[src/sv/vlb_pkg.sv]
`timescale 1ns / 1ps
// ----------------------------------------------------------------------------
// vlb_pkg
// Shared types, codes and helpers of the vertex link builder.
// ----------------------------------------------------------------------------
package vlb_pkg;

	// item codes
	localparam logic [1:0] OP_CLEAR = 2'd0;
	localparam logic [1:0] OP_LOAD  = 2'd1;
	localparam logic [1:0] OP_CODE  = 2'd2;
	localparam logic [1:0] OP_READ  = 2'd3;

	// result kinds
	localparam logic [1:0] KIND_VERTEX  = 2'd0;
	localparam logic [1:0] KIND_READOUT = 2'd1;
	localparam logic [1:0] KIND_ERROR   = 2'd2;

	// configuration register indexes
	localparam int CFG_IDX_W  = 1;
	localparam int CFG_DATA_W = 9;
	localparam logic [CFG_IDX_W-1:0] CFG_LATTICE_WIDTH  = 1'b0;
	localparam logic [CFG_IDX_W-1:0] CFG_LATTICE_HEIGHT = 1'b1;
	localparam logic [CFG_DATA_W-1:0] WIDTH_RST  = 9'd16;
	localparam logic [CFG_DATA_W-1:0] HEIGHT_RST = 9'd16;

	// field widths
	localparam int IN_SITE_W  = 8;
	localparam int CODE_W     = 11;
	localparam int INDEX_W    = 16;
	localparam int TYPE_W     = 3;
	localparam int PART_W     = 18;
	localparam int NSITES_W   = 18;
	// site index width covering the largest supported site store
	localparam int SITE_IDX_W = 12;
	// working width of the bond decode arithmetic
	localparam int ARITH_W    = 19;
	// divider steps per cycle
	localparam int DIV_STEPS  = 4;

	// request from the front to the back
	typedef struct packed {
		logic [1:0]            op;
		logic                  site_ok;
		logic [SITE_IDX_W-1:0] site;
		logic                  spin_up;
		logic                  offdiag;
		logic                  bad;
		logic [SITE_IDX_W-1:0] s0;
		logic [SITE_IDX_W-1:0] s1;
	} cmd_t;

	// one result request
	typedef struct packed {
		logic [1:0]         kind;
		logic [INDEX_W-1:0] vertex_index;
		logic [TYPE_W-1:0]  vertex_type;
		logic               leg0_valid;
		logic [PART_W-1:0]  leg0_partner;
		logic               leg1_valid;
		logic [PART_W-1:0]  leg1_partner;
		logic               final_spin_up;
	} res_t;

	// vertex class from the spins under the operator
	function automatic logic [TYPE_W-1:0] classify(input logic offdiag, input logic u0,
			input logic u1);
		logic [TYPE_W-1:0] t;
		t = 3'd0;
		if (!offdiag) begin
			case ({u0, u1})
				2'b00:   t = 3'd1;
				2'b11:   t = 3'd2;
				2'b10:   t = 3'd3;
				default: t = 3'd4;
			endcase
		end else begin
			case ({u0, u1})
				2'b01:   t = 3'd5;
				2'b10:   t = 3'd6;
				default: t = 3'd0;
			endcase
		end
		return t;
	endfunction

endpackage

[src/sv/vlb_front.sv]
`timescale 1ns / 1ps
// ----------------------------------------------------------------------------
// vlb_front
// Takes items, holds the lattice registers and decodes bonds to site pairs.
// ----------------------------------------------------------------------------
module vlb_front #(
	parameter int MAX_SITES = 256
) (
	input  logic                                clk,
	input  logic                                arst_n,
	input  logic                                in_valid,
	input  logic [1:0]                          in_op,
	input  logic [vlb_pkg::IN_SITE_W-1:0]       in_site,
	input  logic                                in_spin_up,
	input  logic [vlb_pkg::CODE_W-1:0]          in_code,
	output logic                                busy,
	input  logic                                wr_en,
	input  logic [vlb_pkg::CFG_IDX_W-1:0]       wr_index,
	input  logic [vlb_pkg::CFG_DATA_W-1:0]      wr_data,
	output logic                                q_push,
	output vlb_pkg::cmd_t                       q_cmd,
	input  logic                                q_full
);

	localparam int SITE_W  = $clog2(MAX_SITES);
	localparam int DIV_CYC = (SITE_W + vlb_pkg::DIV_STEPS - 1) / vlb_pkg::DIV_STEPS;
	localparam int DVD_W   = DIV_CYC * vlb_pkg::DIV_STEPS;
	localparam int DCNT_W  = $clog2(DIV_CYC + 1);
	localparam int AW      = vlb_pkg::ARITH_W;

	logic [vlb_pkg::CFG_DATA_W-1:0] width_q, height_q;
	logic [vlb_pkg::NSITES_W-1:0]   nsites_q;

	logic                           v_s1;
	logic [1:0]                     op_s1;
	logic [vlb_pkg::IN_SITE_W-1:0]  site_s1;
	logic                           spin_s1;
	logic [vlb_pkg::CODE_W-1:0]     code_s1;

	logic [DVD_W-1:0]               dvd_q, dvd_v;
	logic [9:0]                     rem_q, rem_v;
	logic [DCNT_W-1:0]              div_left_q;

	logic [9:0]    in_k, k_s1, bond_s1;
	logic [AW-1:0] in_s_a, n_a, w_a, bond_a, lim_a, s_a, x_a, t_a, s0_a, s1_a;
	logic          chain, bad, is_code, is_ident, need_div, ready_s1, drop, fwd;

	// lattice registers; the site count is a registered product
	always_ff @(posedge clk or negedge arst_n) begin
		if (!arst_n) begin
			width_q  <= vlb_pkg::WIDTH_RST;
			height_q <= vlb_pkg::HEIGHT_RST;
			nsites_q <= 18'd256;
		end else begin
			if (wr_en && wr_index == vlb_pkg::CFG_LATTICE_WIDTH)  width_q  <= wr_data;
			if (wr_en && wr_index == vlb_pkg::CFG_LATTICE_HEIGHT) height_q <= wr_data;
			nsites_q <= width_q * height_q;
		end
	end

	// item holding stage
	always_ff @(posedge clk or negedge arst_n) begin
		if (!arst_n) begin
			v_s1 <= 1'b0;
		end else if (in_valid) begin
			v_s1 <= 1'b1;
		end else if (fwd) begin
			v_s1 <= 1'b0;
		end
	end

	always_ff @(posedge clk) begin
		if (in_valid) begin
			op_s1   <= in_op;
			site_s1 <= in_site;
			spin_s1 <= in_spin_up;
			code_s1 <= in_code;
		end
	end

	// site of the bond start, taken straight from the incoming code
	assign in_k   = in_code[10:1] - 10'd1;
	assign in_s_a = AW'(in_k[9:1]);

	// remainder divider, several restoring steps per cycle
	always_comb begin
		rem_v = rem_q;
		dvd_v = dvd_q;
		for (int i = 0; i < vlb_pkg::DIV_STEPS; i++) begin
			rem_v = {rem_v[8:0], dvd_v[DVD_W-1]};
			dvd_v = dvd_v << 1;
			if (rem_v >= {1'b0, width_q}) rem_v = rem_v - {1'b0, width_q};
		end
	end

	always_ff @(posedge clk or negedge arst_n) begin
		if (!arst_n) begin
			div_left_q <= '0;
		end else if (in_valid) begin
			div_left_q <= DCNT_W'(DIV_CYC);
		end else if (div_left_q != '0) begin
			div_left_q <= div_left_q - 1'b1;
		end
	end

	always_ff @(posedge clk) begin
		if (in_valid) begin
			dvd_q <= in_s_a[DVD_W-1:0];
			rem_q <= '0;
		end else if (div_left_q != '0) begin
			dvd_q <= dvd_v;
			rem_q <= rem_v;
		end
	end

	// bond check
	assign bond_s1 = code_s1[10:1];
	assign k_s1    = bond_s1 - 10'd1;
	assign chain   = height_q == 9'd1;
	assign n_a     = AW'(nsites_q);
	assign w_a     = AW'(width_q);
	assign bond_a  = AW'(bond_s1);
	assign lim_a   = chain ? n_a : (n_a << 1);
	assign bad     = (nsites_q == '0) || (n_a > AW'(MAX_SITES)) || (bond_s1 == '0)
		|| (bond_a > lim_a);

	// site pair of the bond
	assign s_a = AW'(k_s1[9:1]);
	assign x_a = AW'(rem_q);
	assign t_a = s_a + w_a;
	always_comb begin
		if (chain) begin
			s0_a = bond_a - 1'b1;
			s1_a = (bond_a == w_a) ? '0 : bond_a;
		end else begin
			s0_a = s_a;
			if (!k_s1[0]) s1_a = (x_a + 1'b1 == w_a) ? s_a - x_a : s_a + 1'b1;
			else          s1_a = (t_a >= n_a) ? t_a - n_a : t_a;
		end
	end

	// hand-off to the queue; identity codes are dropped here
	assign is_code  = op_s1 == vlb_pkg::OP_CODE;
	assign is_ident = code_s1 == '0;
	assign need_div = is_code && !is_ident && !bad && !chain;
	assign ready_s1 = !need_div || (div_left_q == '0);
	assign drop     = is_code && is_ident;
	assign fwd      = v_s1 && ready_s1 && (drop || !q_full);
	assign q_push   = v_s1 && ready_s1 && !drop && !q_full;
	assign busy     = v_s1 && !fwd;

	always_comb begin
		q_cmd         = '0;
		q_cmd.op      = op_s1;
		q_cmd.site_ok = AW'(site_s1) < AW'(MAX_SITES);
		q_cmd.site    = vlb_pkg::SITE_IDX_W'(site_s1);
		q_cmd.spin_up = spin_s1;
		q_cmd.offdiag = code_s1[0];
		q_cmd.bad     = bad;
		q_cmd.s0      = s0_a[vlb_pkg::SITE_IDX_W-1:0];
		q_cmd.s1      = s1_a[vlb_pkg::SITE_IDX_W-1:0];
	end

endmodule

[config.mk]
export PLATFORM = sky130hd
export DESIGN_NAME = vlb_front
export DESIGN_NICKNAME = d
export VERILOG_FILES = /design/src/sv/vlb_pkg.sv /design/src/sv/vlb_front.sv
export SDC_FILE = /design/constraint.sdc
export NUM_CORES = 1
export LEC_CHECK = 0
export ABC_CLOCK_PERIOD_IN_PS = 16700
export BUFFER_PORTS_ARGS = -buffer_cell sky130_fd_sc_hd__buf_4
export CORE_MARGIN = 4
export CORE_UTILIZATION = 42
export CTS_BUF_LIST = sky130_fd_sc_hd__clkbuf_4 sky130_fd_sc_hd__clkbuf_8
export DETAILED_ROUTE_END_ITERATION = 7
export PLACE_DENSITY = 0.61
export SLEW_MARGIN = 40
export SYNTH_ARGS = -nofsm -noshare
export SYNTH_HDL_FRONTEND = slang
export SYNTH_SLANG_ARGS = --single-unit
[constraint.sdc]
create_clock -name clk -period 16.7 [get_ports clk]
set_input_delay 3.34 -clock clk [delete_from_list [all_inputs] [get_ports clk]]
set_output_delay 3.34 -clock clk [all_outputs]
set_load 0.01 [all_outputs]
# Word level (Yosys, flattened, before mapping)
# Index checks and enable logic that the tools add are counted.
[totals] regBits=79 latch_bits=0 ramBits=0 rom_bits=0 elab_cells=84 n_memories=0
[op_classes] add_sub_neg=13 multipliers=1 n_div=0 magnitude_cmp=7 eq_ne=4 shift=0 mux=17 bitwise=1 n_reduce_logical=30
[ops] cell="12-bit 2-to-1 mux" count=5
[ops] cell="10-bit by 9-bit >= comparator with 1-bit output" count=4
[ops] cell="9-bit 2-to-1 mux" count=3
[ops] cell="9-bit subtractor" count=3
[ops] cell="10-bit 2-to-1 mux" count=2
[ops] cell="10-bit by 19-bit > comparator with 1-bit output" count=1
[ops] cell="19-bit 2-to-1 mux" count=1
[ops] cell="10-bit by 18-bit >= comparator with 1-bit output" count=1
[ops] cell="18-bit by 9-bit > comparator with 1-bit output (second input constant)" count=1
[ops] cell="18-bit zero test" count=1
[ops] cell="9-bit by 9-bit multiplier with 18-bit output" count=1
[ops] cell="8-bit 2-to-1 mux" count=2
[ops] cell="10-bit by 12-bit subtractor with 12-bit output" count=1
[ops] cell="10-bit by 1-bit adder with 11-bit output (second input constant)" count=1
[ops] cell="11-bit by 9-bit equality test with 1-bit output" count=1
[ops] cell="1-bit logical AND" count=11
[ops] cell="11-bit zero test" count=1
[ops] cell="10-bit by 1-bit subtractor with 11-bit output (second input constant)" count=1
[ops] cell="9-bit by 10-bit subtractor with 11-bit output" count=1
[ops] cell="9-bit by 1-bit adder with 10-bit output (second input constant)" count=1
[ops] cell="9-bit by 9-bit adder with 10-bit output" count=1
[ops] cell="10-bit by 9-bit equality test with 1-bit output" count=1
[ops] cell="10-bit zero test" count=1
[ops] cell="10-bit by 1-bit subtractor with 10-bit output (second input constant)" count=1
[ops] cell="other kinds (12)" count=26

# Longest topological paths before layout
[logic_depth] word_depth=13 mapped_depth=38 depth_no_buf=36

# Worst setup path after synthesis
# No wires, ideal clock.
[synth_path] path_type="register -> output" from="register code_s1[1] (netlist name)" to="output q_cmd[1] (netlist name)" t_arrival_ns=5.018 t_required_ns=13.360 setup_slack_ns=8.342 stages_incl_launch_ff=22 path_cell_list="edfxtp_1 clkbuf_1 clkinv_1 ha_1 xnor2_1 inv_1 ha_1 a21o_1 a21oi_1 nand2b_1 a21boi_0 or4_1 o311ai_0 xnor2_1 ha_1 a2111oi_0 nor3_1 o21bai_1 clkbuf_1 clkbuf_1 o21ai_0 o221ai_1"
[synth_lines] item="start, declared" line_no="vlb_front.sv:38" text="logic [vlb_pkg::CODE_W-1:0] code_s1;"
[synth_lines] item="start signal, assigned" line_no="vlb_front.sv:77" text="code_s1 <= in_code;"
[synth_lines] item="end, declared" line_no="vlb_front.sv:21" text="output vlb_pkg::cmd_t q_cmd,"

==> flow_results.org <==
** Outcome
- The flow ran to the end, and the final reports show no timing, DRC or antenna violations.

** Place
- Routability-driven placement finished with a final weighted congestion of 0.9668.
- Input and output buffers added on the ports amount to 75.
- The HPWL after detailed placement is 21,350 µm.
- # placed instances :: 1,526
- Worst setup slack before clock tree synthesis :: 7284 ps

** Floorplanning
- The initial utilization of the core area, before any placement, comes to 0.4274.
- In this run the horizontal extent of the chip is 162.6 µm.
- The die covers 26,420 µm².
- The total area inside the core boundary comes to 23,470 µm².
- Total I/O pin count :: 81
- Die Height :: 162.6 µm
- Core Rows :: 56

** Global routing
- The number of global-route vias before repair is 8,062.
- Maximum number of pins on one net before global-route repair :: 50
- Antenna violations before repair :: 0
- Global-route congestion overflow total :: 0
- The first global-routing pass estimated 42,950 µm of wire.
- In the global route stage, overall resource usage came out at 0.2047.

** Clock network
- TritonCTS built the clock tree.
- Number of cells upsized or downsized after cts :: 0
- The later pin in the worst-skew pair is clocked with a latency of 370 ps.
- In this run, CTS created clock tree buffers numbering 9.
- Clock Pin Slew Worst Setup and Hold Paths :: 90 ps
- The clock drives 79 sinks.
- Root Buffer :: sky130_fd_sc_hd__clkbuf_8
- Number of buffers on the longest clock path :: 2
- CTS built an H-tree with a depth of 3.
- The number of setup buffers added after CTS is 0.
- Buffers inserted to repair hold after CTS numbered 0.

** Routing
- In the routed layout, each cell is associated on average with a via count of 5.367.
- Wires add up to 26,760 µm.
- The first routing iteration left 585 violations.
- Antenna Violating Nets Remaining :: 0
- After detailed routing, the number of remaining DRC violations is 0.
- Average wire per cell in the routed design :: 17.36 µm
- Before antenna repair, the detailed router went through 5 iterations.
- Number of vias after detailed routing :: 8,276

** Logic synthesis
- Top FF cell, synth :: sky130_fd_sc_hd__dfrtp_1
- Fraction of the mapped netlist area in adder cells :: 0.2597
- Counting every instance in the synthesized netlist gives 1,175.
- Share of synthesized area occupied by flip-flops and latches :: 0.2074
- Area of the mapped netlist :: 10,030 µm²
- Number of library cell types mapped by synthesis :: 66
- After synthesis, the share of cell area in mux cells is 0.04378.
- Async S/R FF share, synth :: 0.4937
- Yosys printed 0 warnings.
- Number of enable flip-flop cells after synthesis :: 30
- Of the total synthesized cell area, the portion taken by XOR and XNOR cells is 0.08643.
- Seq cells post-synth :: 79
- Synthesized-area fraction occupied by ao, oa, aoi and oai cells :: 0.1427
- Main combinational cell family by area after synthesis :: adder cells
- The average instance in the mapped netlist occupies 8.538 µm².
- Share of synthesized cell area in and, or, nand and nor gates :: 0.1865

** Timing
- Unrepaired setup endpoints after global routing :: false
- Maximum clock frequency :: 0.1039 GHz
- Setup violations remaining at the end of the flow were counted as 0.
- For the finished layout, the period the worst path requires is 9626 ps.
- The clock arrives with 9.119 ps of skew.
- Number of failing hold endpoints at the final stage :: 0
- At the pin with the least slew margin, the transition time is 805.6 ps.
- In the post-route analysis, the smallest setup slack over all paths is 7074 ps.
- In the final timing run, aggregate negative setup slack is 0 ps.
- Slew margin rel. :: 0.4616
- Post-route clock period utilization :: 0.5764
- Final Max Tran Viols :: 0

** Worst setup path
- Dominant cell type by count on the critical path :: sky130_fd_sc_hd__ha_1
- In this run the worst path has a maximum fanout of 12.
- Worst endpoint required time :: 13,360 ps
- The signal on the critical path passes through clkinv_1, ha_1, xnor2_1, inv_1, ha_1, a21o_1, a21oi_1, nand2b_1, a21boi_0, or4_1, o311ai_0, xnor2_1, ha_1, a2111oi_0, nor3_1, o21bai_2, buf_4, mux2_2, o221a_2, buf_4.
- Slowest stage delay, CP :: 470 ps
- Counting cells, the worst reg-to-reg path comes to 31.
- Critical-path cell with the highest stage delay :: sky130_fd_sc_hd__edfxtp_1
- CP Class :: flip-flop to primary output
- Data arrival, critical path :: 6290 ps
- Critical path endpoint category :: primary output
- Startpoint class of the critical path :: flip-flop

** Final layout
- In the final layout, the share of cells above drive strength 1 is 0.1161.
- The repair_antennas step left the layout with diodes totalling 0.
- Post-synthesis to final-layout area growth :: 10.29%
- Post-route insts no fill :: 1,542
- The layout has 2,304 filler cells.
- Layout net count :: 1,429

** Worst hold path
- Counting instances, the worst hold path has a depth of 1.
- In this run the worst hold path is classified as flip-flop to flip-flop.

** Run
- Max-cap violation count :: 0
cell usage after synthesis (all sizes together), types with 7 or more instances:
cell    instances  area share
xnor2          63       0.055
or2             7      0.0044
o221ai          7      0.0061
a211oi          9      0.0067
a21oi          69       0.036
fa             57        0.11
xor2           36       0.031
a311oi          9      0.0079
nand4          15       0.010
dfrtp          36       0.090
buf            11      0.0077
o21ai          42       0.021
nor4           12      0.0075
a21o           14       0.010
mux2           28       0.032
dfxtp          10       0.020
o21a            9      0.0067
and2           42       0.026
nand3          29       0.014
nor3           37       0.018
nand2         108       0.040
nor2b          14      0.0087
nor2           83       0.031
mux2i          12       0.012
or3             8      0.0050
inv           133       0.050
clkbuf         40       0.015
nand2b         10      0.0062
edfxtp         30       0.090
ha            117        0.15
flip-flops by register name, summed over array words and instances (netlist names):
name,flops
code_s1,11
div_left_q,2
dvd_q,8
height_q,9
nsites_q,18
op_s1,2
rem_q,10
site_s1,8
spin_s1,1
v_s1,1
width_q,9
final timing paths:
kind / startpoint / endpoint / slack, ps
hold / removal: div_left_q[1]$_DFFE_PN0P_ / div_left_q[1]$_DFFE_PN0P_ / 490
hold reg to reg: div_left_q[1]$_DFFE_PN0P_ / div_left_q[1]$_DFFE_PN0P_ / 490
setup reg to reg: width_q[1]$_DFFE_PN0P_ / rem_q[0]$_SDFFE_PP0P_ / 7340
min in group asynchronous: arst_n / nsites_q[15]$_DFF_PN0_ / 2960
setup / recovery: code_s1[1]$_DFFE_PP_ / q_cmd[9] / 7070
max in group asynchronous: arst_n / nsites_q[2]$_DFF_PN0_ / 13340
critical path: cells and delay by family, from the launching register on:
kind            cells  cell delay [ps]
fa+ha+maj           3             1000
compound gates      7             1800
simple gates        3              710
mux                 1              340
flops               1              470
buf+inv             4              910
xor+xnor            2              680
logic make-up after synthesis:
logic type	count (synthesis)
other cells	2
simple gates	384
mux	40
fa+ha+maj	174
xor+xnor	99
flops	79
buf+inv	185
compound gates	212
cell type report:
type,instances,area (µm²),area share
clock buffers,11,138.9,0.01255
clock inverters,5,106.4,0.009612
inverters,134,503.0,0.04546
multi-input cells,914,7236,0.6540
flip-flops and latches,79,2081,0.1881
well taps,319,399.1,0.03607
repair buffers,80,600.6,0.05428
layer usage:
layer	global-route usage	vias to the layer above	part of all wire
li1	-	4109	-
met1	0.2884	3930	0.46
met2	0.3225	190	0.46
met3	0.02531	47	0.042
met4	0.07968	0	0.034
met5	0	-	0
stage by stage:
stage	area [µm²]	hold WS (ps)	util
final	11060	494.6	0.4714
after global routing	11060	543.1	0.4714
after CTS	11060	500.6	0.4712
after detailed placement	10820	480.2	0.4608
after global placement	10820	472.8	0.4608
after floorplan	10040	462.3	-
cells in the final DEF (no fill, tap or decap), types with 7 or more instances in the layout:
cell type,instances
sky130_fd_sc_hd__clkbuf_8,9
sky130_fd_sc_hd__edfxtp_1,30
sky130_fd_sc_hd__mux2_2,25
sky130_fd_sc_hd__nor2b_1,14
sky130_fd_sc_hd__a211oi_1,9
sky130_fd_sc_hd__fa_1,57
sky130_fd_sc_hd__dfrtp_1,36
sky130_fd_sc_hd__nand4_1,14
sky130_fd_sc_hd__and2_1,42
sky130_fd_sc_hd__a21o_1,14
sky130_fd_sc_hd__o221ai_1,7
sky130_fd_sc_hd__buf_4,80
sky130_fd_sc_hd__xor2_1,36
sky130_fd_sc_hd__nand3_1,29
sky130_fd_sc_hd__ha_1,117
sky130_fd_sc_hd__nand2_1,108
sky130_fd_sc_hd__inv_1,133
sky130_fd_sc_hd__nor4_1,12
sky130_fd_sc_hd__o21a_1,9
sky130_fd_sc_hd__nor2_1,83
sky130_fd_sc_hd__a21oi_1,66
sky130_fd_sc_hd__nor3_1,37
sky130_fd_sc_hd__a311oi_1,9
sky130_fd_sc_hd__xnor2_1,63
sky130_fd_sc_hd__nand2b_1,10
sky130_fd_sc_hd__dfxtp_1,10
sky130_fd_sc_hd__mux2i_1,12
sky130_fd_sc_hd__o21ai_0,42
sky130_fd_sc_hd__or3_1,8
Power is left out: the tool's default activity adds up to more than one toggle a clock period on the data nets, which glitch-free logic cannot reach.
