==> config.mk <==
export PLATFORM = sky130hd
export DESIGN_NAME = vlb_fifo
export DESIGN_NICKNAME = d
export VERILOG_FILES = /design/src/sv/vlb_fifo.sv
export SDC_FILE = /design/constraint.sdc
export NUM_CORES = 1
export LEC_CHECK = 0
export BUFFER_PORTS_ARGS = -buffer_cell sky130_fd_sc_hd__buf_4
export CORE_MARGIN = 4
export CORE_UTILIZATION = 48
export DETAILED_ROUTE_END_ITERATION = 10
export PLACE_DENSITY = 0.79
export SYNTH_ARGS = -nofsm -noshare
export SYNTH_HDL_FRONTEND = slang
export SYNTH_SLANG_ARGS = --single-unit
==> constraint.sdc <==
create_clock -name clk -period 1.8 [get_ports clk]
set_clock_uncertainty 0.2 [all_clocks]
set_input_delay 0.27 -clock clk [delete_from_list [all_inputs] [get_ports clk]]
set_output_delay 0.27 -clock clk [all_outputs]
set_load 0.005 [all_outputs]
==> src/sv/vlb_fifo.sv <==
`timescale 1ns / 1ps
// ----------------------------------------------------------------------------
// vlb_fifo
// Small register queue with push/full and pop/empty sides.
// ----------------------------------------------------------------------------
module vlb_fifo #(
	parameter int WIDTH = 8,
	parameter int DEPTH = 2
) (
	input  logic             clk,
	input  logic             arst_n,
	input  logic             push,
	input  logic [WIDTH-1:0] push_data,
	output logic             full,
	input  logic             pop,
	output logic [WIDTH-1:0] pop_data,
	output logic             empty
);

	localparam int PTR_W = $clog2(DEPTH);
	localparam int CNT_W = $clog2(DEPTH + 1);

	logic [WIDTH-1:0] mem_q [DEPTH];
	logic [PTR_W-1:0] wr_ptr_q, rd_ptr_q;
	logic [CNT_W-1:0] cnt_q;
	logic             push_ok, pop_ok;

	assign full     = cnt_q == CNT_W'(DEPTH);
	assign empty    = cnt_q == '0;
	assign push_ok  = push && !full;
	assign pop_ok   = pop && !empty;
	assign pop_data = mem_q[rd_ptr_q];

	// storage
	always_ff @(posedge clk) begin
		if (push_ok) mem_q[wr_ptr_q] <= push_data;
	end

	// pointers and fill count
	always_ff @(posedge clk or negedge arst_n) begin
		if (!arst_n) begin
			wr_ptr_q <= '0;
			rd_ptr_q <= '0;
			cnt_q    <= '0;
		end else begin
			if (push_ok) wr_ptr_q <= (wr_ptr_q == PTR_W'(DEPTH - 1)) ? '0 : wr_ptr_q + 1'b1;
			if (pop_ok)  rd_ptr_q <= (rd_ptr_q == PTR_W'(DEPTH - 1)) ? '0 : rd_ptr_q + 1'b1;
			if (push_ok && !pop_ok)      cnt_q <= cnt_q + 1'b1;
			else if (pop_ok && !push_ok) cnt_q <= cnt_q - 1'b1;
		end
	end

endmodule

* Word level (Yosys, flattened, before mapping)
Memories as Yosys holds them, arrays and structs flattened. Cells that the tools add are included.
Operators by class: mux-type cells 6, reductions and logical operators 10, equality and inequality tests 1, add/sub/neg operators 4
Operators by type and width (count):
- $logic_and A1 B1 Y1 | 4
- $logic_not A1 Y1 | 4
- $mux W1 | 4
- $mux W2 | 2
- $add A1 B1 Y1 const B | 2
- $add A2 B1 Y2 const B | 1
- $eq A2 B2 Y1 const B | 1
- $logic_not A2 Y1 | 1
- $reduce_bool A2 Y1 | 1
- $sub A2 B1 Y2 const B | 1
Storage, ports and cells: memories 1, memory bits (writable) 16, flip-flop bits (word level) 4, word-level logic and storage cells 25
Memory list:
- mem_q | depth 2, width 8, read ports 1, clocked after memory_dff 0, write ports 1, RTL line 23 | logic [WIDTH-1:0] mem_q [DEPTH];

* Depth between registers and ports, before layout
Gate-level depths: netlist (run 1).
depth after elaboration 7, mapped depth 7, mapped depth without buffers 7

* Least setup slack after synthesis (run 1)
No wires, ideal clock.
path type register to register, start register cnt_q[0], end memory mem_q[0][0] (enable), data required time 1.230 ns, data arrival time 1.022 ns, setup time 0.370 ns, setup slack 0.208 ns, buffers on the path 0, stages on the path, launching flop included 4, clock period less this slack 1.592 ns, path through dfrtp_1 nand2b_1 nand2_2 nor2_1
Between the ends: word-level cells in the longest chain between the ends 5
RTL lines:
- start, declared | RTL line 25 | logic [CNT_W-1:0] cnt_q;
- start signal, assigned | RTL line 48 | if (push_ok && !pop_ok) cnt_q <= cnt_q + 1'b1;
- start signal, assigned | RTL line 49 | else if (pop_ok && !push_ok) cnt_q <= cnt_q - 1'b1;
- $eq A2 B2 Y1 | RTL line 28 | assign full = cnt_q == CNT_W'(DEPTH);
- $logic_not A1 Y1 | RTL line 30 | assign push_ok = push && !full;
- $logic_and A1 B1 Y1 | RTL line 30
- $mux W1 | RTL line 36 | if (push_ok) mem_q[wr_ptr_q] <= push_data;
- $mux W1 (not written as such) | RTL line 36
- end, declared | RTL line 23
No other way between the ends.

* Final worst setup path (run 1)
start register rd_ptr_q, end output pop_data[6]
Between the ends: word-level cells in the longest chain between the ends 1
RTL lines:
- start, declared | RTL line 24 | logic [PTR_W-1:0] wr_ptr_q, rd_ptr_q;
- start signal, assigned | RTL line 47 | if (pop_ok) rd_ptr_q <= (rd_ptr_q == PTR_W'(DEPTH - 1)) ? '0 : rd_ptr_q + 1'b1;
- $mem_v2 Z2 W8
- end, declared | RTL line 16 | output logic [WIDTH-1:0] pop_data,
No other way between the ends.

==> impl.org, run 1 <==
** Drt
- The count of nets left with antenna violations once routing finished came out at 0.
- Dividing the detail-routed via count by the number of cells gives between 4 and 5.
- Final wirelength :: 1200 um
- Starting DRC count in detailed routing :: 5
- Remaining design rule violation count :: 0
- Pre-antenna DRT Iters :: 2
- The routed layout has approximately 460 vias.
- After detailed routing, the average wire length per cell comes to approximately 13 um.

** CTS
- The clock reaches the later pin of the worst-skew pair after 280 ps.
- Counting the buffers created by CTS gives 3.
- Number of sinks on the clock net :: 20
- Clk slew on worst S/H paths :: approximately 110 ps
- The tree is rooted in a sky130_fd_sc_hd__clkbuf_4.
- No sink is reached through more buffers than the 2 on the longest clock path.
- TritonCTS clock tree :: done
- Number of H-tree levels :: 1

** Placement
- After legalization and detailed placement, the total HPWL measured 883 um.
- Buffers placed on the I/O ports in this run total 21.
- Placer congestion estimate :: between 0.6 and 0.7

** Critical path
- The worst setup path is captured at an output pin.
- Arrival time worst endpoint :: approximately 1300 ps
- The critical path in this run is classified as register to output pin.
- STA classifies the critical path startpoint as a register.
- The worst register-to-register path has a setup slack of about 110 ps.
- Data required time of the critical path :: between 1000 and 1500 ps
- Max Fanout on Critical Path :: 9
- Path depth of the worst reg2reg path :: 6

** Yosys
- Count of unique library cells instantiated by Yosys :: 15
- After synthesis, the mean cell area works out to approximately 18 um^2.
- Top area cells in the synthesized netlist :: sky130_fd_sc_hd__edfxtp_1 61%, sky130_fd_sc_hd__dfrtp_1 13%, sky130_fd_sc_hd__mux2_1 8.6%
- Summed over all instances, the cell type with the most area after synthesis is sky130_fd_sc_hd__edfxtp_1.
- Synth top area share :: 61.4%
- Synth warn :: 0
- Synthesized instance count :: 44
- Sequential elements use 74.2% of the synthesized area.
- Net count of the mapped netlist :: 57
- Cell area after synthesis :: 782 um^2
- #FFs+latches synth :: 20

** Timing
- The worst pin sits at a relative slew slack of between 70% and 80%.
- Setup violations remaining at the end of the flow were counted as 0.
- Max-slew violations :: 0
- Ratio of final minimum period to clock period :: a little over nine tenths
- Setup repair after global routing could not meet its margin everywhere.
- Final Hold Violating Endpoints :: 0
- Post-route minimum period :: approximately 1700 ps
- Maximum achievable frequency :: around 570 MHz
- The tightest hold path in the finished design has a slack of approximately 62 ps.
- At the pin with the least slew margin, the transition time is about 390 ps.

** Die
- X dimension of the die :: 48.4 um
- In this run the core area contains 14 standard-cell rows.
- In this run the count of I/O pins placed on the die edge is 22.
- After floorplanning, the core was sized to cover between 0.0015 and 0.002 mm^2.
- Starting density of the core :: just over 50%
- Die Y-Extent :: between 40 and 50 um
- Overall die area :: about 0.0023 mm^2

** GRT
- The first global-routing pass estimated between 2000 and 2500 um of wire.
- The initial antenna violation count came to 0.
- Residual overflow from global routing :: 0
- Entering global routing, the biggest net connects 12 pins.
- Total routing usage reported by global routing :: between 10 and 15%
- Via count of the first global-routing pass :: around 460

** Finish
- For this run, the post-layout net count is 93.
- Cells fill 72.0% of the core in the end.
- The top cell types in the final layout, fill and taps aside, are 23 x sky130_fd_sc_hd__buf_4, 16 x sky130_fd_sc_hd__edfxtp_1, 9 x sky130_fd_sc_hd__dlygate4sd3_1.
- Relative to the synthesized area, the layout overhead comes to 40.3%.
- Leaving out fill and tap cells, the most frequent cell in the layout is sky130_fd_sc_hd__buf_4.
- Area of the multi-input gates :: approximately 190 um^2
- Fillers :: between 100 and 150
- The repair_antennas step left the layout with diodes totalling 0.
- Summing all flip-flop and latch instances after layout gives just under 600 um^2.
- In the final layout, the share of cells above drive strength 1 is about two fifths.

** Hold path
- The worst hold path belongs to the class input port to register.
- Counting instances, the worst hold path has a depth of 3.

** Pwr
- Peak supply drop :: around 1.1 mV
- Power spread over the standard cell area amounts to 1390 mW/mm^2.
- Leakage :: roughly 0.46 nW

** Flow run
- Number of violations of the max-capacitance limit :: 0

** Status
- The run finished with clean final reports.
## cells by family (layout without fill, tap and decap cells)
group                    count (synthesis)  count (layout)  synth area share [%]
flip-flops                              20              20                  74.2
multiplexers                             8               8                  11.5
AND/OR/NAND/NOR                          6               6                  3.84
XOR/XNOR                                 5               5                  6.56
buffers and inverters                    3              38                  1.60
adder cells (fa/ha/maj)                  1               1                  1.60
AO/OA/AOI/OAI                            1               1                 0.639
## final timing paths
check                                      from              endpoint
max in group asynchronous                arst_n  rd_ptr_q$_DFFE_PN0P_
hold reg to reg            cnt_q[1]$_DFFE_PN0P_  cnt_q[1]$_DFFE_PN0P_
setup reg to reg           cnt_q[0]$_DFFE_PN0P_  cnt_q[1]$_DFFE_PN0P_
setup / recovery           rd_ptr_q$_DFFE_PN0P_           pop_data[6]
hold / removal                             push  wr_ptr_q$_DFFE_PN0N_
min in group asynchronous                arst_n  rd_ptr_q$_DFFE_PN0P_
## area by class of cell
cell class	count	share of cell area [%]
clock buffer	4	3.31
sequential	20	53.0
inverter	2	0.684
multi-input combinational	21	17.2
timing repair buffer	32	23.9
tap	16	1.82
## cells in the mapped netlist
| library cell | number |
|---|---|
| sky130_fd_sc_hd__dfrtp_1 | 4 |
| sky130_fd_sc_hd__buf_2 | 1 |
| sky130_fd_sc_hd__inv_1 | 2 |
| sky130_fd_sc_hd__and3_1 | 1 |
| sky130_fd_sc_hd__mux2_1 | 6 |
| sky130_fd_sc_hd__ha_1 | 1 |
| sky130_fd_sc_hd__nor2_1 | 3 |
| sky130_fd_sc_hd__xor2_1 | 2 |
| sky130_fd_sc_hd__xnor2_1 | 2 |
| sky130_fd_sc_hd__nand2_2 | 1 |
| sky130_fd_sc_hd__xnor2_2 | 1 |
| sky130_fd_sc_hd__mux2_2 | 2 |
| sky130_fd_sc_hd__o21ai_1 | 1 |
| sky130_fd_sc_hd__edfxtp_1 | 16 |
| sky130_fd_sc_hd__nand2b_1 | 1 |
## flip-flops by register name, summed over array words and instances (netlist names)
register / count
mem_q: 16
cnt_q: 2
rd_ptr_q: 1
wr_ptr_q: 1
## repair_timing
item                       in CTS  in global routing
gates resized for setup         1                  0
hold endpoints to repair       20                  0
buffers inserted                0                  1
setup endpoints to repair       8                  8
hold buffers                    9                  0
## power breakdown
| part | switching [mW] | internal, mW | leakage (nW) |
|---|---|---|---|
| logic | 0.204 | 0.329 | 0.244 |
| registers | 0.0953 | 0.649 | 0.194 |
| clock network | 0.125 | 0.123 | 0.0210 |
## worst max-delay path, stage by stage, from the launching register on
cell and delay, ps:
sky130_fd_sc_hd__dfrtp_2 490, sky130_fd_sc_hd__mux2_1 350, sky130_fd_sc_hd__buf_4 140
## metrics by stage
stage	area [um^2]	std cells	setup TNS [ps]	power (mW)	setup slack, ps
3_3_place_gp	962	81	0	1.25	185
2_1_floorplan	782	44	0	1.03	208
6_report	1100	95	0	1.53	55.7
5_1_grt	1100	95	-57.2	1.63	-19.0
4_1_cts	1090	94	0	1.54	12.0
3_5_place_dp	962	81	0	1.27	133
## per-layer routing
layer	part of all wire, %	GRT usage, %
met5	0	0
met4	2.3	5.53
met1	40	13.9
met2	51	17.2
met3	6.7	3.68
Note: power is estimated with default switching activity, not from simulation.
==> run 2: changes to the inputs <==
==> constraint.sdc (replaced) <==
create_clock -name clk -period 2 [get_ports clk]
set_clock_uncertainty 0.2 [all_clocks]
set_input_delay 0.3 -clock clk [delete_from_list [all_inputs] [get_ports clk]]
set_output_delay 0.3 -clock clk [all_outputs]
set_load 0.005 [all_outputs]
==> impl.org, run 2 (synthesis gave the netlist of run 1 again) <==
** Critical path
- Slowest cell delay on critical path :: 510 ps (+20 ps)
- Worst setup startpoint :: rd_ptr_q$_DFFE_PN0P_
- STA classifies the critical path endpoint as an output pin.
- Beginning of the worst register-to-register path :: cnt_q[0]$_DFFE_PN0P_
- Cell breakdown of the critical path :: mux2_2 -> buf_4
- The worst setup path is launched from a register.
- The number of buffer and inverter instances along the worst setup path was 1 (unchanged).
- Family of cells with the greatest summed delay on the critical path :: flip-flops
- Slowest stage cell on the critical path :: sky130_fd_sc_hd__dfrtp_2
- Setup Crit Path Kind :: register to output pin
- Data required time of the critical path :: 1500 ps (+170 ps)
- The biggest fanout along the worst timing path was 9 (unchanged).
- The data arrival time of the worst path was 1300 ps (+30 ps).

** Timing
- Max-slew violations :: 0 (unchanged)
- Maximum achievable frequency :: 556 MHz
- The smallest setup slack after layout came to 203 ps (+147 ps).
- Transition at the pin with the smallest max-transition slack :: 398 ps (+13.4 ps)
- After layout, the worst path uses 89.8% of the clock period.
- Final setup TNS :: 0 ps (unchanged)
- Setup Viol. Count Final :: 0 (unchanged)
- Setup repair after global routing left no endpoint under its margin.
- The number of hold violations in the final report came to 0 (unchanged).
- Slew headroom :: 73.4% (-0.89 points)
- Post-route minimum period :: about 1800 ps

** GRT
- The global route total overflow was 0 (unchanged).
- The total routing resource utilization after global routing came to 12.7% (+1.6 points).
- Global-route wire length before repair :: 2280 um (+10%)
- The via count of the first global-routing pass came to 506 (+9.3%).
- Number of antenna violations at the first check in global routing :: 0 (unchanged)
- Largest net degree at the start of global routing :: 13 (+1)

** Finish
- Fillers :: 111 (-2.6%)
- Fraction of layout instances using a drive strength above 1 :: 39.7% (-0.76 points)
- Layout net count :: 92 (-1.1%)
- The multi-input combinational cell area is 189 um^2 (unchanged).
- The largest registers in the layout are mem_q x16, cnt_q x2.
- Number of flip-flops in the largest register :: 16 (unchanged)
- The top cell types in the final layout, fill and taps aside, are 22 x sky130_fd_sc_hd__buf_4, 16 x sky130_fd_sc_hd__edfxtp_1, 9 x sky130_fd_sc_hd__dlygate4sd3_1.
- Leading cell type in the layout, fill and taps excluded :: sky130_fd_sc_hd__buf_4
- Antenna diode count :: 0 (unchanged)
- The area of all sequential standard cells is 582 um^2 (unchanged).
- Register bank with the most flops :: mem_q
- Post-route design area :: 0.00111 mm^2 (+0.80%)
- Signed area change from the synthesized netlist to the final layout :: 41.4%

** CTS
- Number of setup buffers added after CTS :: 0 (unchanged)
- The clock transition at the registers of the reported paths is 110 ps (about the same).
- TritonCTS clock tree :: done
- The total clock buffers created by CTS is 3 (unchanged).
- The tree is rooted in a sky130_fd_sc_hd__clkbuf_4.
- The number of levels in the clock H-tree is 1 (unchanged).
- The maximum number of buffers from clock root to sink was 2 (unchanged).
- The sink count of the clock tree came to 20 (unchanged).
- The clock latency of the later-clocked register in the worst-skew pair is 290 ps (about the same).

** Hold path
- Kind of path behind the tightest hold check :: input port to register
- The startpoint identified for the worst hold timing path is push.

** Drt
- The number of routed nets with antenna violations came to 0 (unchanged).
- The met3 wirelength from detailed routing was 64 um (-21%).
- Final wirelength :: 1420 um (+18%)
- The via count normalized by instance count was 5.00 (+2.8%).
- The met2 layer wire length in the routed design is 762 um (+25%).
- Pre-antenna DRT Iters :: 2 (unchanged)
- Remaining design rule violation count :: 0 (unchanged)
- The length of routed wiring on met1 came to 576 um (+19%).
- Routed signal wires occupy layers up through met4.
- The routed length per placed instance was 15.1 um (+20%).
- The DRC marker count from the first detailed-route iteration is 4 (-1).
- The total via count in the routed design is 470 (+1.7%).

** Placement
- The weighted congestion reported at the end of routability-driven placement came to 0.609 (-3.2%).
- Count of buffers inserted at the top-level ports :: 21 (unchanged)
- HPWL Detailed :: 1010 um (+14%)
- Pre-CTS setup slack :: 297 ps (+164 ps)
- Cell area after placement :: 962 um^2 (unchanged)

** Die
- The top-level port count is 22 (unchanged).
- The chip width is 48.4 um (unchanged).
- Area of the placeable core :: 0.00152 mm^2 (unchanged)
- The area enclosed by the die boundary was 0.00234 mm^2 (unchanged).
- Standard-cell row count :: 14 (unchanged)
- The die span in y was 48.4 um (unchanged).
- The starting density of the core is 51.3% (unchanged).

** Status
- The run finished with clean final reports.

** Pwr
- The switching share of power came to 27.3% (-0.51 points).
- The portion of total power attributed to combinational logic was 32.1% (-2.9 points).
- The leakage power is 0.461 nW (+0.46%).
- Power Internal :: 1.07 mW (-2.7%)
- Switching pwr :: 0.403 mW (-5.1%)
- Sequential Power Share :: 46.1% (-2.7 points)
- Power density relative to cell area :: 1330 mW/mm^2 (-4.1%)
- The peak supply drop was 0.810 mV (-23%).
- The fraction of power consumed by the clock network was 21.7% (+5.4 points).
- The total chip power is 1.47 mW (-3.4%).

** Flow run
- Number of violations of the max-capacitance limit :: 0 (unchanged)
==> run 2: changes by cell type in the layout (fill, tap and decap cells not counted), sizes merged <==
cell    previous run  this run
buf               23        22
bufinv             0         1
clkbuf             4         3
==> run 2: worst paths after layout <==
path,endpoint,slack [ps],cells past startpoint
setup / recovery,pop_data[7],200,2
hold / removal,wr_ptr_q$_DFFE_PN0N_,100,3
setup reg to reg,cnt_q[1]$_DFFE_PN0P_,260,7
hold reg to reg,wr_ptr_q$_DFFE_PN0N_,330,1
max in group asynchronous,rd_ptr_q$_DFFE_PN0P_,1360,2
min in group asynchronous,cnt_q[1]$_DFFE_PN0P_,130,2
==> run 2: layout make-up <==
cell class / count / share of cell area (%)
Timing Repair Buffer: 31 / 23.1
Inverter: 2 / 0.679
Clock inverter: 1 / 2.71
Multi-Input combinational cell: 21 / 17.1
Clock buffer: 3 / 2.04
Sequential cell: 20 / 52.6
Tap cell: 16 / 1.81
==> run 2: routing by layer <==
layer,up-vias,track usage [%]
met5,-,0
met4,0,6.91
met3,2,3.07
met2,14,21.1
met1,230,15.0
li1,224,-
==> run 2: stage by stage <==
step | hold WS [ps] | utilization [%] | cells
floorplan | -196 | - | 44
global placement | -97.3 | 63.1 | 81
detailed placement | -98.7 | 63.1 | 81
CTS | 83.9 | 72.5 | 94
global route | 81.9 | 72.6 | 94
finish | 98.2 | 72.6 | 94
==> run 2: worst reg2reg max path, stage by stage (launching register included) <==
cell,delay [ps]
sky130_fd_sc_hd__dfrtp_1,460
sky130_fd_sc_hd__nand2b_1,220
sky130_fd_sc_hd__nand2_2,130
sky130_fd_sc_hd__inv_1,60
sky130_fd_sc_hd__ha_1,190
sky130_fd_sc_hd__xor2_1,140
sky130_fd_sc_hd__nor2_1,120
sky130_fd_sc_hd__xor2_1,160
==> run 2: power groups by stage <==
stage | Combinational [mW] | Clock (mW) | Sequential, mW
floorplan | 0.291 | 0 | 0.634
global placement | 0.451 | 0 | 0.675
detailed placement | 0.463 | 0 | 0.689
CTS | 0.482 | 0.332 | 0.680
global route | 0.520 | 0.352 | 0.694
finish | 0.474 | 0.320 | 0.680
==> run 2: timing repair <==
action                                  4_1_cts  5_1_grt
endpoints found under the hold margin        20        0
resized for setup                             0        1
hold buffers                                  9        0
endpoints found under the setup margin        0        1
==> run 3: changes to the inputs <==
--- a/config.mk
+++ b/config.mk
@@ -10,6 +10,7 @@
 export CORE_UTILIZATION = 48
 export DETAILED_ROUTE_END_ITERATION = 10
 export PLACE_DENSITY = 0.79
+export RECOVER_POWER = 50
 export SYNTH_ARGS = -nofsm -noshare
 export SYNTH_HDL_FRONTEND = slang
 export SYNTH_SLANG_ARGS = --single-unit
==> impl.org, run 3 (synthesis gave the netlist of run 1 again) <==
** Pwr
- The total power density per cell area came to 1340 mW/mm^2 (+0.57%).
- Sequential Power Share :: 46.4% (+0.3 points)
- The fraction of power consumed by the clock network came to 21.9% (+0.2 points).
- Gate power share :: 31.7% (-0.4 points)
- The leakage power is 0.449 nW (-2.7%).
- The total chip power is 1.46 mW (-0.68%).
- The power dissipated by switching net loads is 0.399 mW (-1.0%).
- The peak supply drop is 0.809 mV (-0.19%).
- Sw Share :: 27.2% (-0.088 points)
- The internal power came to 1.07 mW (-0.56%).

** CTS
- The tree is rooted in a sky130_fd_sc_hd__clkbuf_4.
- TritonCTS clock tree :: done
- The clock latency of the later-clocked register in the worst-skew pair came to 290 ps (about the same).
- The total clock buffers created by CTS is 3 (unchanged).
- The sink count of the clock tree was 20 (unchanged).
- Clk slew on worst S/H paths :: 110 ps (about the same)
- Number of H-tree levels :: 1 (unchanged)
- Maximum clock path buffer count :: 2 (unchanged)

** Flow run
- The max-cap violation count is 0 (unchanged).

** Finish
- The total inserted antenna cells is 0 (unchanged).
- mem_q holds more flip-flops than any other register.
- Commonest non-fill, non-tap cells in the layout :: 16 x sky130_fd_sc_hd__edfxtp_1, 12 x sky130_fd_sc_hd__buf_4, 10 x sky130_fd_sc_hd__clkbuf_4
- The number of nets at the end of the flow was 92 (unchanged).
- The fraction of final layout cells sized beyond drive strength 1 came to 34.6% (-5.1 points).
- Post-route design area :: 0.00109 mm^2 (-1.2%)
- Number of flip-flops in the largest register :: 16 (unchanged)
- Post-layout utilization of the core :: 71.7% (-0.90 points)
- The area growth from synthesis to layout is 39.7%.
- Leading cell type in the layout, fill and taps excluded :: sky130_fd_sc_hd__edfxtp_1
- The largest registers in the layout are mem_q x16, cnt_q x2.

** Critical path
- Kind of end point of the critical path :: output pin
- Setup Crit Path Kind :: register to output pin
- Data required time of the critical path :: 1500 ps (about the same)
- The peak per-stage delay on the critical path came to 510 ps (about the same).
- The data arrival time of the worst path is 1300 ps (about the same).
- Max Fanout on Critical Path :: 9 (unchanged)
- Grouping stages by cell kind, the critical path spends the most delay in flip-flops.
- Cell breakdown of the critical path :: mux2_2 -> buf_4
- Slowest stage cell on the critical path :: sky130_fd_sc_hd__dfrtp_2
- Startpoint type of the worst setup path :: register
- Buffering stage count on the worst path with inverters included :: 1 (unchanged)

** Drt
- The remaining routing DRC violations came to 0 (unchanged).
- Final wirelength :: 1410 um (-0.84%)
- Antenna viol nets, final :: 0 (unchanged)
- The via count normalized by instance count came to 4.99 (-0.21%).
- Pre-antenna DRT Iters :: 2 (unchanged)
- Number of vias after detailed routing :: 469 (-0.21%)
- The DRC marker count from the first detailed-route iteration was 2 (-2).
- The routed length per placed instance is 15.0 um (-0.84%).

** Die
- The area enclosed by the die boundary came to 0.00234 mm^2 (unchanged).
- The cell row count came to 14 (unchanged).
- The top-level port count is 22 (unchanged).
- Area of the placeable core :: 0.00152 mm^2 (unchanged)
- The starting density of the core came to 51.3% (unchanged).
- The die span in y was 48.4 um (unchanged).
- X dimension of the die :: 48.4 um (unchanged)

** Status
- The run finished with clean final reports.

** Timing
- Final Hold Violating Endpoints :: 0 (unchanged)
- Setup repair after global routing left no endpoint under its margin.
- The transition at the pin with the smallest max-transition slack came to 397 ps (-1.08 ps).
- The top achievable clock speed is 556 MHz (about the same).
- Slew headroom :: 73.5% (about the same)
- The portion of the clock cycle consumed by the worst path in the final layout is 89.9% (about the same).
- The final-layout setup total negative slack was 0 ps (unchanged).
- The total count of max-transition violations in the final report came to 0 (unchanged).
- Post-route minimum period :: 1800 ps (+0.307 ps)
- The minimum hold slack was 147 ps (+49.1 ps).
- The setup-violating endpoint count in the final report came to 0 (unchanged).

** Hold path
- Kind of path behind the tightest hold check :: input port to register

** GRT
- Number of antenna violations at the first check in global routing :: 0 (unchanged)
- The via count of the first global-routing pass was 506 (unchanged).
- Total routing usage reported by global routing :: 12.7% (unchanged)
- The maximum number of pins on one net before global-route repair is 13 (unchanged).
- Global-route wire length before repair :: 2280 um (unchanged)
- Residual overflow from global routing :: 0 (unchanged)

** Placement
- Count of buffers inserted at the top-level ports :: 21 (unchanged)
- The weighted congestion reported at the end of routability-driven placement was 0.609 (unchanged).
- The placed wire-length estimate after detailed placement was 1010 um (unchanged).
- Cell area after placement :: 962 um^2 (unchanged)
[run 3: changes by cell type in the layout (fill, tap and decap cells not counted), sizes merged]
cell and delta:
clkbuf +10, buf -10
[run 3: power by group through the flow]
stage          Sequential, mW  Clock [mW]  Combinational (mW)
6_report                0.679       0.320               0.465
5_1_grt                 0.693       0.352               0.511
4_1_cts                 0.680       0.332               0.482
3_5_place_dp            0.689           0               0.463
3_3_place_gp            0.675           0               0.451
2_1_floorplan           0.634           0               0.291
[run 3: worst paths after layout]
kind,slack (ps),endpoint,from,depth (start not counted)
setup / recovery,200,pop_data[7],rd_ptr_q$_DFFE_PN0P_,2
hold / removal,150,wr_ptr_q$_DFFE_PN0N_,push,3
setup reg to reg,230,cnt_q[1]$_DFFE_PN0P_,cnt_q[0]$_DFFE_PN0P_,7
hold reg to reg,340,wr_ptr_q$_DFFE_PN0N_,wr_ptr_q$_DFFE_PN0N_,1
max in group asynchronous,1210,rd_ptr_q$_DFFE_PN0P_,arst_n,2
min in group asynchronous,170,cnt_q[1]$_DFFE_PN0P_,arst_n,2
[run 3: area by class of cell]
| type | instances | area, um^2 |
|---|---|---|
| clock inverters | 1 | 30.0 |
| flip-flops and latches | 20 | 582 |
| well taps | 16 | 20.0 |
| clock buffers | 3 | 22.5 |
| fillers | 117 | 432 |
| multi-input cells | 21 | 186 |
| repair buffers | 31 | 244 |
| inverters | 2 | 7.51 |
[run 3: tightest hold or removal path: stages]
cell and delay, ps:
sky130_fd_sc_hd__buf_4 110, sky130_fd_sc_hd__nand2_1 130, sky130_fd_sc_hd__xnor2_2 70
[run 3: repair_timing]
action / 4_1_cts / 5_1_grt
hold endpoints to repair: 20 / 0
gates resized for setup: 0 / 1
hold buffers: 9 / 0
setup buffers: 0 / 0
setup endpoints to repair: 0 / 1
[run 3: metrics by stage]
step,cells,setup slack [ps]
finish,94,203
global route,94,125
CTS,94,65.3
detailed placement,81,297
global placement,81,360
floorplan,44,408
[run 3: metal layers]
layer	wire, um	vias to the layer above	share of wire [%]	GRT usage (%)
met5	0	-	0	0
met4	21	0	1.5	6.91
met3	64	2	4.5	3.07
met2	742	14	53	21.1
met1	583	228	41	15.0
li1	-	225	-	-
